### config.mk
export PLATFORM = sky130hd
export DESIGN_NAME = stereo_level_meter_peak_hold
export DESIGN_NICKNAME = d
export VERILOG_FILES = /design/src/rtl/core/slm_pkg.sv /design/src/rtl/core/stereo_level_meter_peak_hold.sv
export SDC_FILE = /design/constraint.sdc
export NUM_CORES = 2
export LEC_CHECK = 0
export BUFFER_PORTS_ARGS = -buffer_cell sky130_fd_sc_hd__buf_4
export CAP_MARGIN = 20
export CORE_MARGIN = 2
export CORE_UTILIZATION = 56
export CTS_CLUSTER_SIZE = 30
export DETAILED_ROUTE_END_ITERATION = 12
export PLACE_DENSITY = 0.78
export SYNTH_ARGS = -nofsm -noshare
export SYNTH_HDL_FRONTEND = slang
export SYNTH_SLANG_ARGS = --single-unit
### constraint.sdc
create_clock -name clk_i -period 9.87 [get_ports clk_i]
set_input_delay 0 -clock clk_i [delete_from_list [all_inputs] [get_ports clk_i]]
set_output_delay 0 -clock clk_i [all_outputs]
set_load 0.05 [all_outputs]
### src/rtl/core/slm_pkg.sv
`timescale 1ns / 1ps
`default_nettype none

package slm_pkg;

  // Widths of the fixed fields and of the internal arithmetic.
  localparam int unsigned SampleW = 16;
  localparam int unsigned AmpW    = 16;
  localparam int unsigned LevelW  = 4;
  localparam int unsigned SumW    = 46;
  localparam int unsigned CfgIdxW = 3;
  localparam int unsigned CfgW    = 64;
  localparam int unsigned NumThr  = 16;

  // Register indexes of the configuration port.
  localparam logic [CfgIdxW-1:0] CfgLevelCount = 3'd0;
  localparam logic [CfgIdxW-1:0] CfgHoldWin    = 3'd1;
  localparam logic [CfgIdxW-1:0] CfgThr0       = 3'd2;
  localparam logic [CfgIdxW-1:0] CfgThr1       = 3'd3;
  localparam logic [CfgIdxW-1:0] CfgThr2       = 3'd4;
  localparam logic [CfgIdxW-1:0] CfgThr3       = 3'd5;

  // Reset values of the configuration registers.
  localparam logic [4:0]         LevelCountRst = 5'd16;
  localparam logic [7:0]         HoldWinRst    = 8'd10;
  localparam logic [AmpW-1:0]    ThrRst        = 16'hFFFF;
  localparam logic [AmpW-1:0]    AmpMax        = 16'hFFFF;

  // One input word: a stereo sample pair and its end-of-window mark.
  typedef struct packed {
    logic signed [SampleW-1:0] left_sample;
    logic signed [SampleW-1:0] right_sample;
    logic                      window_end;
  } in_t;

  // One output word: amplitudes, bars and held peaks of both channels.
  typedef struct packed {
    logic [AmpW-1:0]   left_amplitude;
    logic [AmpW-1:0]   right_amplitude;
    logic [LevelW-1:0] left_bar;
    logic [LevelW-1:0] left_peak;
    logic [LevelW-1:0] right_bar;
    logic [LevelW-1:0] right_peak;
  } out_t;

endpackage

`default_nettype wire

### src/rtl/core/stereo_level_meter_peak_hold.sv
`timescale 1ns / 1ps
`default_nettype none

// Stereo level meter with peak hold.
// Input words (in_valid_i / in_ready_o) carry one sample pair each. The
// block squares both samples through one shared squarer and adds them to
// saturating per-channel sums of squares, left then right; the next word
// is taken once the block is back in idle. On a marked word each channel
// in turn, left first, has its sum rooted by a shared one-bit-per-cycle
// square root unit, rounded, scanned one level per cycle against the
// thresholds, and its bar, peak and hold count updated. Once both channels
// are done, the output word appears at out_valid_o / out_ready_o. Words
// without the mark give no output word. The output register holds a
// finished word while the receiver stalls, and new input words are still
// taken meanwhile; only the next finished word waits for the register to
// drain. Reset clears the sums, levels and hold counts and loads the
// default configuration. Configuration is written through cfg_we_i /
// cfg_idx_i / cfg_data_i with no wait.
module stereo_level_meter_peak_hold #(
  parameter int unsigned MAX_LEVELS = 16
) (
  input  wire logic                        clk_i,
  input  wire logic                        rst_ni,
  input  wire logic                        in_valid_i,
  output logic                             in_ready_o,
  input  wire slm_pkg::in_t                in_data_i,
  output logic                             out_valid_o,
  input  wire logic                        out_ready_i,
  output slm_pkg::out_t                    out_data_o,
  input  wire logic                        cfg_we_i,
  input  wire logic [slm_pkg::CfgIdxW-1:0] cfg_idx_i,
  input  wire logic [slm_pkg::CfgW-1:0]    cfg_data_i
);

  localparam int unsigned SumW   = slm_pkg::SumW;
  localparam int unsigned AmpW   = slm_pkg::AmpW;
  localparam int unsigned LevelW = slm_pkg::LevelW;
  localparam int unsigned RootW  = 24;
  localparam int unsigned RadW   = 2 * RootW;
  localparam int unsigned RemW   = RootW + 2;
  localparam logic [4:0]  LastStep = 5'(RootW - 1);
  localparam logic [4:0]  MaxLv    = 5'(MAX_LEVELS);
  localparam logic [SumW-1:0] SumMax = {SumW{1'b1}};

  // Sequencer states.
  localparam logic [2:0] StIdle  = 3'd0;
  localparam logic [2:0] StSq    = 3'd1;
  localparam logic [2:0] StRoot  = 3'd2;
  localparam logic [2:0] StRound = 3'd3;
  localparam logic [2:0] StScan  = 3'd4;
  localparam logic [2:0] StHold  = 3'd5;
  localparam logic [2:0] StEmit  = 3'd6;

  // Configuration registers.
  logic [4:0]      level_count_q;
  logic [7:0]      hold_win_q;
  logic [AmpW-1:0] thr_q [slm_pkg::NumThr];

  // Sequencer and datapath registers.
  logic [2:0]                 state_q, state_d;
  logic                       ch_q, ch_d;
  slm_pkg::in_t               word_q, word_d;
  logic [SumW-1:0]            sum_q [2];
  logic [SumW-1:0]            sum_d [2];
  logic [AmpW-1:0]            amp_q [2];
  logic [AmpW-1:0]            amp_d [2];
  logic [LevelW-1:0]          bar_q [2];
  logic [LevelW-1:0]          bar_d [2];
  logic [LevelW-1:0]          peak_q [2];
  logic [LevelW-1:0]          peak_d [2];
  logic [7:0]                 hold_q [2];
  logic [7:0]                 hold_d [2];
  logic [RadW-1:0]            rad_q, rad_d;
  logic [RemW-1:0]            rem_q, rem_d;
  logic [RootW-1:0]           root_q, root_d;
  logic [4:0]                 step_q, step_d;
  logic [4:0]                 lv_q, lv_d;
  logic                       found_q, found_d;
  logic                       out_valid_q, out_valid_d;
  slm_pkg::out_t              out_q, out_d;

  // Shared squarer and saturating accumulator.
  localparam int unsigned SampleW_L = slm_pkg::SampleW;
  logic [SampleW_L-1:0]       sel_sample;
  logic [SampleW_L:0]         ext;
  logic [SampleW_L:0]         mag;
  logic [2*SampleW_L+1:0]     sq;
  logic [SumW:0]              acc;
  logic [SumW-1:0]            acc_sat;

  // Shared square root step and rounding.
  logic [RemW+1:0]            rem_sh;
  logic [RemW-1:0]            trial;
  logic [RootW:0]             root_rnd;
  logic [AmpW-1:0]            amp_sat;

  // Level scan and hold update.
  logic [4:0]                 lv_lim;
  logic [LevelW-1:0]          lv_idx;
  logic                       lv_hit;
  logic [LevelW-1:0]          peak_base;
  logic [7:0]                 hold_base;
  logic [7:0]                 hold_inc;

  assign sel_sample = ch_q ? word_q.right_sample : word_q.left_sample;
  assign ext        = {sel_sample[SampleW_L-1], sel_sample};
  assign mag        = ext[SampleW_L] ? (~ext + 1'b1) : ext;
  assign sq         = mag * mag;
  assign acc        = {1'b0, sum_q[ch_q]} + (SumW+1)'(sq);
  assign acc_sat    = acc[SumW] ? SumMax : acc[SumW-1:0];

  assign rem_sh   = {rem_q, rad_q[RadW-1 -: 2]};
  assign trial    = {root_q, 2'b01};
  assign root_rnd = (rem_q > RemW'(root_q)) ? ({1'b0, root_q} + 1'b1) : {1'b0, root_q};
  assign amp_sat  = (root_rnd > (RootW+1)'(slm_pkg::AmpMax)) ? slm_pkg::AmpMax
                                                             : root_rnd[AmpW-1:0];

  assign lv_lim = (level_count_q > MaxLv) ? MaxLv : level_count_q;
  assign lv_idx = lv_q[LevelW-1:0];
  assign lv_hit = amp_q[ch_q] <= thr_q[lv_idx];

  // Bar above the held peak raises it and restarts its hold count.
  always_comb begin
    peak_base = peak_q[ch_q];
    hold_base = hold_q[ch_q];
    if (found_q && (lv_idx > peak_q[ch_q])) begin
      peak_base = lv_idx;
      hold_base = 8'd0;
    end
  end
  assign hold_inc = hold_base + 8'd1;

  // Sequencer.
  always_comb begin
    state_d     = state_q;
    ch_d        = ch_q;
    word_d      = word_q;
    sum_d       = sum_q;
    amp_d       = amp_q;
    bar_d       = bar_q;
    peak_d      = peak_q;
    hold_d      = hold_q;
    rad_d       = rad_q;
    rem_d       = rem_q;
    root_d      = root_q;
    step_d      = step_q;
    lv_d        = lv_q;
    found_d     = found_q;
    out_valid_d = out_valid_q;
    out_d       = out_q;

    if (out_valid_q && out_ready_i) begin
      out_valid_d = 1'b0;
    end

    unique case (state_q)
      StIdle: begin
        if (in_valid_i) begin
          word_d  = in_data_i;
          ch_d    = 1'b0;
          state_d = StSq;
        end
      end
      StSq: begin
        sum_d[ch_q] = acc_sat;
        if (!ch_q) begin
          ch_d = 1'b1;
        end else if (word_q.window_end) begin
          // Start the left root; its sum is final and restarts from zero.
          ch_d     = 1'b0;
          rad_d    = RadW'(sum_q[0]);
          sum_d[0] = '0;
          rem_d    = '0;
          root_d   = '0;
          step_d   = '0;
          state_d  = StRoot;
        end else begin
          state_d = StIdle;
        end
      end
      StRoot: begin
        // One root bit per cycle, two radicand bits shifted in.
        if (rem_sh >= (RemW+2)'(trial)) begin
          rem_d  = RemW'(rem_sh - (RemW+2)'(trial));
          root_d = {root_q[RootW-2:0], 1'b1};
        end else begin
          rem_d  = rem_sh[RemW-1:0];
          root_d = {root_q[RootW-2:0], 1'b0};
        end
        rad_d  = {rad_q[RadW-3:0], 2'b00};
        step_d = step_q + 5'd1;
        if (step_q == LastStep) begin
          state_d = StRound;
        end
      end
      StRound: begin
        amp_d[ch_q] = amp_sat;
        lv_d        = '0;
        found_d     = 1'b0;
        state_d     = StScan;
      end
      StScan: begin
        // First level whose threshold is not exceeded.
        if (lv_q >= lv_lim) begin
          state_d = StHold;
        end else if (lv_hit) begin
          found_d = 1'b1;
          state_d = StHold;
        end else begin
          lv_d = lv_q + 5'd1;
        end
      end
      StHold: begin
        if (found_q) begin
          bar_d[ch_q] = lv_idx;
        end
        if (hold_inc >= hold_win_q) begin
          hold_d[ch_q] = 8'd0;
          peak_d[ch_q] = (peak_base != '0) ? (peak_base - 1'b1) : peak_base;
        end else begin
          hold_d[ch_q] = hold_inc;
          peak_d[ch_q] = peak_base;
        end
        if (!ch_q) begin
          ch_d     = 1'b1;
          rad_d    = RadW'(sum_q[1]);
          sum_d[1] = '0;
          rem_d    = '0;
          root_d   = '0;
          step_d   = '0;
          state_d  = StRoot;
        end else begin
          state_d = StEmit;
        end
      end
      StEmit: begin
        // Wait until the output register is free.
        if (!out_valid_q || out_ready_i) begin
          out_d.left_amplitude  = amp_q[0];
          out_d.right_amplitude = amp_q[1];
          out_d.left_bar        = bar_q[0];
          out_d.left_peak       = peak_q[0];
          out_d.right_bar       = bar_q[1];
          out_d.right_peak      = peak_q[1];
          out_valid_d           = 1'b1;
          state_d               = StIdle;
        end
      end
      default: begin
        state_d = StIdle;
      end
    endcase
  end

  assign in_ready_o  = (state_q == StIdle);
  assign out_valid_o = out_valid_q;
  assign out_data_o  = out_q;

  // Configuration registers.
  always_ff @(posedge clk_i or negedge rst_ni) begin
    if (!rst_ni) begin
      level_count_q <= slm_pkg::LevelCountRst;
      hold_win_q    <= slm_pkg::HoldWinRst;
      for (int i = 0; i < slm_pkg::NumThr; i++) begin
        thr_q[i] <= slm_pkg::ThrRst;
      end
    end else if (cfg_we_i) begin
      unique case (cfg_idx_i)
        slm_pkg::CfgLevelCount: level_count_q <= cfg_data_i[4:0];
        slm_pkg::CfgHoldWin:    hold_win_q    <= cfg_data_i[7:0];
        slm_pkg::CfgThr0, slm_pkg::CfgThr1, slm_pkg::CfgThr2, slm_pkg::CfgThr3: begin
          for (int j = 0; j < 4; j++) begin
            thr_q[{cfg_idx_i[1:0] - 2'd2, 2'(j)}] <= cfg_data_i[16*j +: 16];
          end
        end
        default: begin
        end
      endcase
    end
  end

  // Control and metering state.
  always_ff @(posedge clk_i or negedge rst_ni) begin
    if (!rst_ni) begin
      state_q     <= StIdle;
      ch_q        <= 1'b0;
      step_q      <= '0;
      lv_q        <= '0;
      found_q     <= 1'b0;
      out_valid_q <= 1'b0;
      for (int c = 0; c < 2; c++) begin
        sum_q[c]  <= '0;
        bar_q[c]  <= '0;
        peak_q[c] <= '0;
        hold_q[c] <= '0;
      end
    end else begin
      state_q     <= state_d;
      ch_q        <= ch_d;
      step_q      <= step_d;
      lv_q        <= lv_d;
      found_q     <= found_d;
      out_valid_q <= out_valid_d;
      sum_q       <= sum_d;
      bar_q       <= bar_d;
      peak_q      <= peak_d;
      hold_q      <= hold_d;
    end
  end

  // Payload registers.
  always_ff @(posedge clk_i) begin
    word_q <= word_d;
    amp_q  <= amp_d;
    rad_q  <= rad_d;
    rem_q  <= rem_d;
    root_q <= root_d;
    out_q  <= out_d;
  end

endmodule

`default_nettype wire

==> run metrics <==
Clk Latency, worst-skew pair a little over 0.6 ns; register area share after synthesis between 40% and 50%; GPL Wtd Cong just over 0.9; Routed Antenna Nets 0; Layout Cell Area excl Fill between 40000 and 50000 µm²; htree depth 3; number of global-route vias before repair roughly 28000; Critical Path End Type register; Clk pin slew, worst setup/hold paths approximately 0.060 ns; reg-to-reg endpoint sum_q[15]; die footprint 72300 µm²; RSZ-0062 raised after global routing no; Yosys top cell area share roughly 17%; Hold Crit Class in2async; Final Instance Count excl. Fillers 4672; synthesized area 39300 µm²; critical path type reg2reg; Max Root-Sink Buffers 3; row cnt 97; Die Y 269 µm; cell count of the worst reg-to-reg path 25; Fmax 109 MHz; fin. max-slew vios 0; period utilisation layout 92.7%; Reg-to-Reg Start ch_q; relative slew slack 30.3%; Final Hold Fails 0; busiest grt layer met2; vias between 20000 and 30000; Avg Cell Area, Syn 11.5 µm²; met1 GRT Util 35.5%; Worst Setup SP ch_q; count of TritonRoute iterations in the first routing pass 6; setup ws final 0.718 ns; grt met2 use 45.0%; Setup crit start kind register; Place WS 0.904 ns; EDFF count, synth about 210; flop2flop setup slack 0.72 ns; WL/cell 20.4 µm; CP endpoint sum_q[15]; Syn Inst Count approximately 3400; Routed WL 95400 µm; gr ovfl total 0; Final HPWL DP ~65000 µm; clock skew 0.0297 ns; final net count 4185; TritonCTS clock tree done; YS warnings 0; CTS sink count between 600 and 700; CTS Buf Count between 60 and 70; Std-Cell Core Area 69800 µm²; critical path required time 10.35 ns; outcome finished, final reports clean; layout cells sized above 1 26.8%; Horiz. Die Dim 269 µm; maxcap violations 0; first-pass GRT wire length 154000 µm; Final setup viols 0; CP max FO 35; TNS Setup 0 ns; measured slew at the worst slew-check pin 1.05 ns; Yosys cell types 95; ys flop type dfstp_2; post-synth top area cell dfstp_2; Seq cells post-synth 620; crit path DAT 9.63 ns; GR met3 Demand/Resource under 10%; DP Cell Count 4442; GR Util All Layers 27.2%; number of remaining DRC errors 0; io pins between 150 and 200; Post CTS Setup Buffer Count 0; initial antenna violation count 1; Iter 0 DRT Violations 2452; Final min period 9.15 ns; DP Area between 40000 and 50000 µm²; DR vias/cell 5.80; area delta synth->final 14.0%; PortBufs 154; CTS Root Cell clkbuf_16; largest net degree at the start of global routing 170; top post-synthesis cells by area dfstp_2, edfxtp_1, fa_1; Async SR Flop Fraction 66.0%; Starting Density a little under three fifths
==> worst max-delay path, cell delays in order, from the launching register on <==
cell and delay [ns]:
dfrtp_4 0.68, nor3b_1 0.42, o221ai_2 0.21, o31ai_1 0.32
xnor2_1 0.42, clkinv_1 0.54, nand2_1 0.25, fa_1 0.49
fa_1 0.52, fa_1 0.52, inv_1 0.05, fa_1 0.47
fa_1 0.55, inv_1 0.06, fa_1 0.54, inv_1 0.05
ha_1 0.34, and2_1 0.21, nor3b_1 0.42, o21ai_0 0.18
a31oi_1 0.50, o21ai_1 0.24, a211oi_4 0.41, buf_12 0.27
nor2_1 0.10, o21ai_0 0.22
==> cells in the mapped netlist, drive strengths merged (15+ instances only) <==
| cell type | count |
|---|---|
| clkbuf | 107 |
| and3 | 16 |
| dfrtp | 150 |
| dfstp | 259 |
| nor2 | 186 |
| a21o | 29 |
| mux4 | 80 |
| ha | 184 |
| nor4 | 15 |
| edfxtp | 211 |
| a22oi | 47 |
| mux2i | 69 |
| buf | 41 |
| o21ai | 188 |
| nor3 | 29 |
| or3 | 15 |
| a21oi | 103 |
| a211oi | 19 |
| nand4 | 17 |
| xor2 | 32 |
| inv | 422 |
| nand3 | 81 |
| nand2b | 18 |
| xnor2 | 62 |
| mux2 | 310 |
| fa | 220 |
| nor2b | 20 |
| nand2 | 324 |
==> final cells by class <==
cell class	count	area, µm²
sequential	620	16900
inverter	426	1600
clock inverter	42	424
tap	940	1180
fill	5169	25000
multi-input combinational	2261	20400
timing repair buffer	299	2550
antenna	1	2.50
clock buffer	83	1810
==> sequential cells by signal, indices dropped and copies added (netlist names), 5 cells and up <==
| register | cells |
|---|---|
| amp_q | 32 |
| bar_q | 8 |
| hold_q | 16 |
| hold_win_q | 8 |
| level_count_q | 5 |
| lv_q | 5 |
| out_data_o | 48 |
| peak_q | 8 |
| rad_q | 48 |
| rem_q | 26 |
| root_q | 24 |
| step_q | 5 |
| sum_q | 92 |
| thr_q | 256 |
| word_q | 33 |
==> routing by layer <==
metal,part of all wire [%],routed length (µm)
met2,48,46100
met5,0,0
met3,7.3,6960
met1,41,38700
met4,3.7,3580
==> cell families after synthesis <==
logic type	count (synthesis)	share of synthesized area [%]
other	2	0.0191
buffers and inverters	574	5.77
flip-flops	620	43.0
multiplexers	459	15.2
adder cells (fa/ha/maj)	404	17.1
XOR/XNOR	94	2.11
AND/OR/NAND/NOR	768	8.89
AO/OA/AOI/OAI	497	7.96
==> repair_timing <==
| action | CTS | global route |
|---|---|---|
| hold buffers | 103 | 0 |
| endpoints found under the hold margin | 417 | 0 |
| resized for setup | 0 | 0 |
==> cells in the final DEF (no fill, tap or decap), types with 47 or more instances in the layout <==
master         Yosys  final
dlygate4sd3_1      0    103
nand3_1           81     78
a22oi_1           47     47
dfstp_2          259    259
nand2_1          323    323
clkbuf_16          0     68
mux2i_1           69     69
xnor2_1           61     61
fa_1             220    220
mux2_2           310    310
a21oi_1          102    102
buf_4              3    191
inv_1            417    416
nor2_1           186    183
dfrtp_1          150    147
edfxtp_1         211    211
ha_1             184    184
o21ai_0          178    178
mux4_2            80     80
==> metrics by stage <==
stage | util (%) | hold WS (ns)
final | 64.2 | 0.0865
after CTS | 64.2 | 0.0697
after floorplan | - | -0.296
after global placement | 59.5 | 0.141
after global routing | 64.2 | 0.101
after detailed placement | 59.5 | 0.137
==> how the worst min path moves through the flow <==
stage          slack (ns)  cells past startpoint    startpoint                to
2_1_floorplan       -0.30                      0        rst_ni          bar_q[0]
6_report             0.09                      2        rst_ni     hold_win_q[4]
4_1_cts              0.07                      6  cfg_idx_i[2]  level_count_q[4]
5_1_grt              0.10                      2  in_data_i[7]         word_q[7]
3_3_place_gp         0.14                      1        rst_ni         peak_q[1]
3_5_place_dp         0.14                      1        rst_ni         peak_q[4]
Power is not shown: default switching activity piles up to over one toggle a cycle in this logic, so the estimate is an artifact.
